`config.mk`:
```
export PLATFORM = sky130hd
export DESIGN_NAME = ttc_div
export DESIGN_NICKNAME = d
export VERILOG_FILES = /design/src/design/ttc_pkg.sv /design/src/design/ttc_div.sv
export SDC_FILE = /design/constraint.sdc
export NUM_CORES = 1
export LEC_CHECK = 0
export BUFFER_PORTS_ARGS = -buffer_cell sky130_fd_sc_hd__buf_4
export CAP_MARGIN = 20
export CORE_MARGIN = 2
export CORE_UTILIZATION = 35
export DETAILED_ROUTE_END_ITERATION = 7
export PLACE_DENSITY = 0.56
export SETUP_SLACK_MARGIN = 0.05
export SLEW_MARGIN = 20
export SYNTH_ARGS = -nofsm -noshare
export SYNTH_HDL_FRONTEND = slang
export SYNTH_SLANG_ARGS = --single-unit
```
`constraint.sdc`:
```
create_clock -name clk -period 6.95 [get_ports clk]
set_clock_uncertainty 0.05 [all_clocks]
set_input_delay 1.39 -clock clk [delete_from_list [all_inputs] [get_ports clk]]
set_output_delay 1.39 -clock clk [all_outputs]
set_load 0.03 [all_outputs]
```
`src/design/ttc_pkg.sv`:
```
// Package for the thermistor code to temperature block.
// Holds fixed-point constants, divider request types and the controller state type.
// No dependencies.
package ttc_pkg;

    // Table depth default
    localparam int TABLE_DEPTH_DEF = 128;

    // Ratio held as num / RATIO_DEN, num = RATIO_SLOPE*code + RATIO_BIAS
    localparam logic signed [24:0] RATIO_SLOPE = 25'sd10404;
    localparam logic signed [24:0] RATIO_BIAS  = 25'sd1395096;
    localparam logic signed [24:0] RATIO_DEN   = 25'sd8000000;

    // Temperature saturation limits (1/256 degree)
    localparam logic signed [59:0] TEMP_MAX = 60'sd8388607;
    localparam logic signed [59:0] TEMP_MIN = -60'sd8388608;

    // Shared divider widths
    localparam int DIV_NW = 58;
    localparam int DIV_DW = 33;

    // Configuration register indexes
    typedef enum logic [1:0] {
        CFG_REXT    = 2'd0,
        CFG_VREF    = 2'd1,
        CFG_ENTRIES = 2'd2,
        CFG_UNUSED  = 2'd3
    } cfg_index_t;

    // Request to the divider
    typedef struct packed {
        logic              start;
        logic [5:0]        bits;
        logic [DIV_NW-1:0] num;
        logic [DIV_DW-1:0] den;
    } div_req_t;

    // Answer from the divider
    typedef struct packed {
        logic              done;
        logic [DIV_NW-1:0] quo;
    } div_rsp_t;

    // Controller states
    typedef enum logic [3:0] {
        S_IDLE,
        S_PREP,
        S_RES_GO,
        S_RES_WAIT,
        S_MV_GO,
        S_MV_WAIT,
        S_RD_S,
        S_RD_E,
        S_RD_M,
        S_CAP_M,
        S_CHK,
        S_INT_MUL,
        S_INT_GO,
        S_INT_WAIT,
        S_DONE
    } state_t;

endpackage

```
`src/design/ttc_div.sv`:
```
// Shared restoring divider, one quotient bit per cycle.
// Uses div_req_t and div_rsp_t from ttc_pkg.
module ttc_div
    import ttc_pkg::*;
(
    input  logic     clk,
    input  logic     rst_n,
    input  div_req_t req,
    output div_rsp_t rsp
);

    logic              busy_reg;
    logic              done_reg;
    logic [5:0]        cnt_reg;
    logic [DIV_NW-1:0] num_reg;
    logic [DIV_DW-1:0] den_reg;
    logic [DIV_DW:0]   rem_reg;
    logic [DIV_NW-1:0] quo_reg;

    logic [DIV_DW:0]   rem_sh;
    logic              fits;
    logic [5:0]        bit_idx;

    // One step: shift in next numerator bit, compare and subtract
    always_comb
    begin
        bit_idx = cnt_reg - 6'd1;
        rem_sh  = {rem_reg[DIV_DW-1:0], num_reg[bit_idx]};
        fits    = (rem_sh >= {1'b0, den_reg});
    end

    // Control
    always_ff @(posedge clk or negedge rst_n)
    begin
        if (!rst_n)
        begin
            busy_reg <= 1'b0;
            done_reg <= 1'b0;
            cnt_reg  <= '0;
        end
        else
        begin
            done_reg <= 1'b0;
            if (req.start)
            begin
                busy_reg <= 1'b1;
                cnt_reg  <= req.bits;
            end
            else if (busy_reg)
            begin
                cnt_reg <= bit_idx;
                if (cnt_reg == 6'd1)
                begin
                    busy_reg <= 1'b0;
                    done_reg <= 1'b1;
                end
            end
        end
    end

    // Datapath
    always_ff @(posedge clk)
    begin
        if (req.start)
        begin
            num_reg <= req.num;
            den_reg <= req.den;
            rem_reg <= '0;
            quo_reg <= '0;
        end
        else if (busy_reg)
        begin
            rem_reg <= fits ? (rem_sh - {1'b0, den_reg}) : rem_sh;
            quo_reg <= {quo_reg[DIV_NW-2:0], fits};
        end
    end

    assign rsp.done = done_reg;
    assign rsp.quo  = quo_reg;

endmodule

```
==> impl_metrics.py <==
metrics = {
    "status": {
        "status": "finished, final reports clean",
    },
    "route": {
        "drt_first_pass_iters": 4,
        "via_per_inst": 4.93,
        "post_drt_wl_per_cell_um": 15.7,
        "vias": 6478,
        "ant_nets": 0,
        "drt_wl_total_um": 20700,
        "drcViolationCount": 0,
        "drtIter0Drc": 326,
    },
    "yosys": {
        "synth_edf_count": 91,
        "syn_area_mm2": 0.00909,
        "synthFlopType": "edfxtp_1",
        "synth.distinct_cells": 61,
        "synth_top_area_cell": "edfxtp_1",
        "syn-num-nets": 971,
        "yosys_warnings": 0,
        "synth.top_cells.by_area": "edfxtp_1 (30%), dfxtp_1 (20%), mux2i_1 (8.1%), nor2_1 (5.1%), ha_1 (4.8%)",
        "yosysMostFrequentCell": "nor2_1",
        "synth.avg_cell_area_um2": 10.9,
        "synth_common_cells": "nor2_1 (123), dfxtp_1 (91), edfxtp_1 (91), mux2i_1 (74), a21oi_1 (50)",
        "synth_top_area_frac": 0.301,
        "seq_area_frac_synth": 0.523,
        "synthCells": 835,
        "postSynth.asyncResetShare": 0.0421,
        "ys_ff_latch": 190,
    },
    "final_layout": {
        "nets": 1108,
        "fin_util": 0.441,
        "areaGrowthSynthToFinish_pct": 22.8,
        "drive_gt1_frac": 0.226,
        "antenna_cells": 0,
        "fillerInstances": 2410,
    },
    "clocking": {
        "cts_setup_buffers": 0,
        "h-tree-depth": 4,
        "cts.clk_slew.worst_paths_ns": 0.08,
        "cts_sinks": 190,
        "cts_root_buffer": "clkbuf_16",
        "cts_resized": 0,
        "cts_made_buffers": 17,
        "cts_tree": "built",
        "clk_path_buf_depth": 2,
        "clk_latency_ns": 0.43,
        "ctsHoldBuffers": 0,
    },
    "floorplanning": {
        "core_mm2": 0.0253,
        "fp.dieW_um": 165,
        "rows": 58,
        "die_area_mm2": 0.0273,
        "initial_core_util": 0.359,
        "ios": 159,
        "die_h_um": 165,
    },
    "critical_path": {
        "start_kind": "flip-flop",
        "slowest_delay_ns": 0.71,
        "cp_data_arrival_time_ns": 6.15,
        "critical_path_class": "flip-flop to flip-flop",
        "crit_path_max_fanout": 26,
        "path_buf_inv": 4,
        "cp.required_ns": 7.24,
        "critical_path.slowest_cell": "ha_1",
        "cp_cell_sequence": "inv_1 -> ha_1 -> mux4_2 -> mux4_2 -> mux2_2 -> o21ai_0 -> ha_1 -> inv_1 -> fa_1 -> a21o_1 -> a311o_1 -> a21o_1 -> o21ai_2 -> a31oi_1 -> a2111oi_4 -> buf_4 -> inv_2 -> mux2i_1 -> a211oi_1",
        "path_delay_family": "compound AO/OA/AOI/OAI gates",
        "rrSetupSlack_ns": 1.09,
        "end_kind": "flip-flop",
    },
    "timing": {
        "slew_headroom": 0.300,
        "finalSetupViolations": 0,
        "tightest_slew_ns": 1.05,
        "fmax_mhz": 171,
        "min_period_ns": 5.86,
        "fin_crit_sh": 0.842,
        "setup-tns-final_ns": 0,
        "grt_setup_unrepaired": "false",
        "final_max_slew_viol_count": 0,
        "hold_viol": 0,
    },
    "power_and_ir_drop": {
        "p_leak_uw": 0.00498,
        "powerDensity_mw_per_mm2": 344,
        "swShare": 0.365,
        "clkPwrFrac": 0.265,
        "ir_worst_vdd_uv": 150,
        "seq_power_share": 0.371,
        "pwr-share-comb": 0.364,
        "p_int_uw": 2440,
        "p_sw_uw": 1400,
    },
    "placement": {
        "place.gp.congestion": 0.793,
        "port_buffers": 158,
        "dpl.hpwl_um": 14600,
    },
    "grt": {
        "antenna_found_initial": 0,
        "gr-total-overflow": 0,
        "grt_start_max_net_pins": 86,
        "grt_usage": 0.155,
        "grt_pass1_wl_um": 33000,
        "grt_pass1_vias": 6411,
    },
    "job": {
        "drv_cap": 0,
    },
    "worst_hold_path": {
        "min_path_type": "flip-flop to flip-flop",
    },
}
==> worst min-delay path, cell delays in order (launching register included) <==
cell and delay (ns):
dfxtp_1 0.32, nor2_1 0.08, a311oi_1 0.05
==> power groups by stage <==
stage	Combinational (uW)	Clock, uW	Sequential, uW
floorplan	1120	0	1420
global placement	1390	0	1450
detailed placement	1400	0	1450
CTS	1410	1060	1430
global route	1580	1100	1450
finish	1400	1020	1430
==> layout by cell type (no fill, tap or decap), drive strengths merged, types with 19 or more instances in the layout <==
cell and count:
nand2 42, edfxtp 91, inv 54, nor2 123, a211oi 27, ha 35
buf 164, o21ai 29, dfxtp 91, a21oi 50, xor2 19, mux2i 74
==> layout make-up <==
type / count / area (um^2) / share of cell area
Tap cell: 330 / 413 / 0.0370
Clock inverter: 15 / 196 / 0.0176
Sequential cell: 190 / 4760 / 0.426
Multi-Input combinational cell: 555 / 3970 / 0.356
Timing Repair Buffer: 164 / 1230 / 0.111
Clock buffer: 17 / 425 / 0.0381
Inverter: 44 / 165 / 0.0148
==> through the flow <==
| stage | setup slack [ns] | power (uW) | cell area, um^2 | instances | hold WS (ns) |
|---|---|---|---|---|---|
| 4_1_cts | 1.02 | 3890 | 11200 | 1315 | 0.452 |
| 3_3_place_gp | 1.23 | 2840 | 10500 | 1283 | 0.429 |
| 6_report | 1.09 | 3840 | 11200 | 1315 | 0.449 |
| 3_5_place_dp | 1.06 | 2850 | 10500 | 1283 | 0.437 |
| 5_1_grt | 0.627 | 4120 | 11200 | 1315 | 0.482 |
| 2_1_floorplan | 1.16 | 2540 | 9090 | 835 | 0.415 |
==> per-layer routing <==
layer	vias up	wire (um)	GRT usage	share of wire
li1	3288	-	-	-
met1	3063	9580	0.203	0.46
met2	120	9930	0.257	0.48
met3	7	1040	0.0412	0.050
met4	0	120	0.0320	0.0058
met5	-	0	0	0
==> worst paths after layout <==
check	startpoint	to	cells after the start
max	cnt_reg[1]$_DFFE_PN0P_	rem_reg[26]$_SDFFE_PP0P_	19
min	rem_reg[31]$_SDFFE_PP0P_	rem_reg[31]$_SDFFE_PP0P_	2
max reg2reg	cnt_reg[1]$_DFFE_PN0P_	rem_reg[26]$_SDFFE_PP0P_	19
min reg2reg	rem_reg[31]$_SDFFE_PP0P_	rem_reg[31]$_SDFFE_PP0P_	2
max in group asynchronous	rst_n	busy_reg$_DFF_PN0_	1
min in group asynchronous	rst_n	cnt_reg[0]$_DFFE_PN0P_	1
==> logic make-up after synthesis <==
logic type,synth area share
XOR/XNOR,0.0308
adder cells (fa/ha/maj),0.0504
AO/OA/AOI/OAI,0.115
buffers and inverters,0.0399
flip-flops,0.523
AND/OR/NAND/NOR,0.112
multiplexers,0.129
No activity file was read; power rests on OpenSTA's default activity.
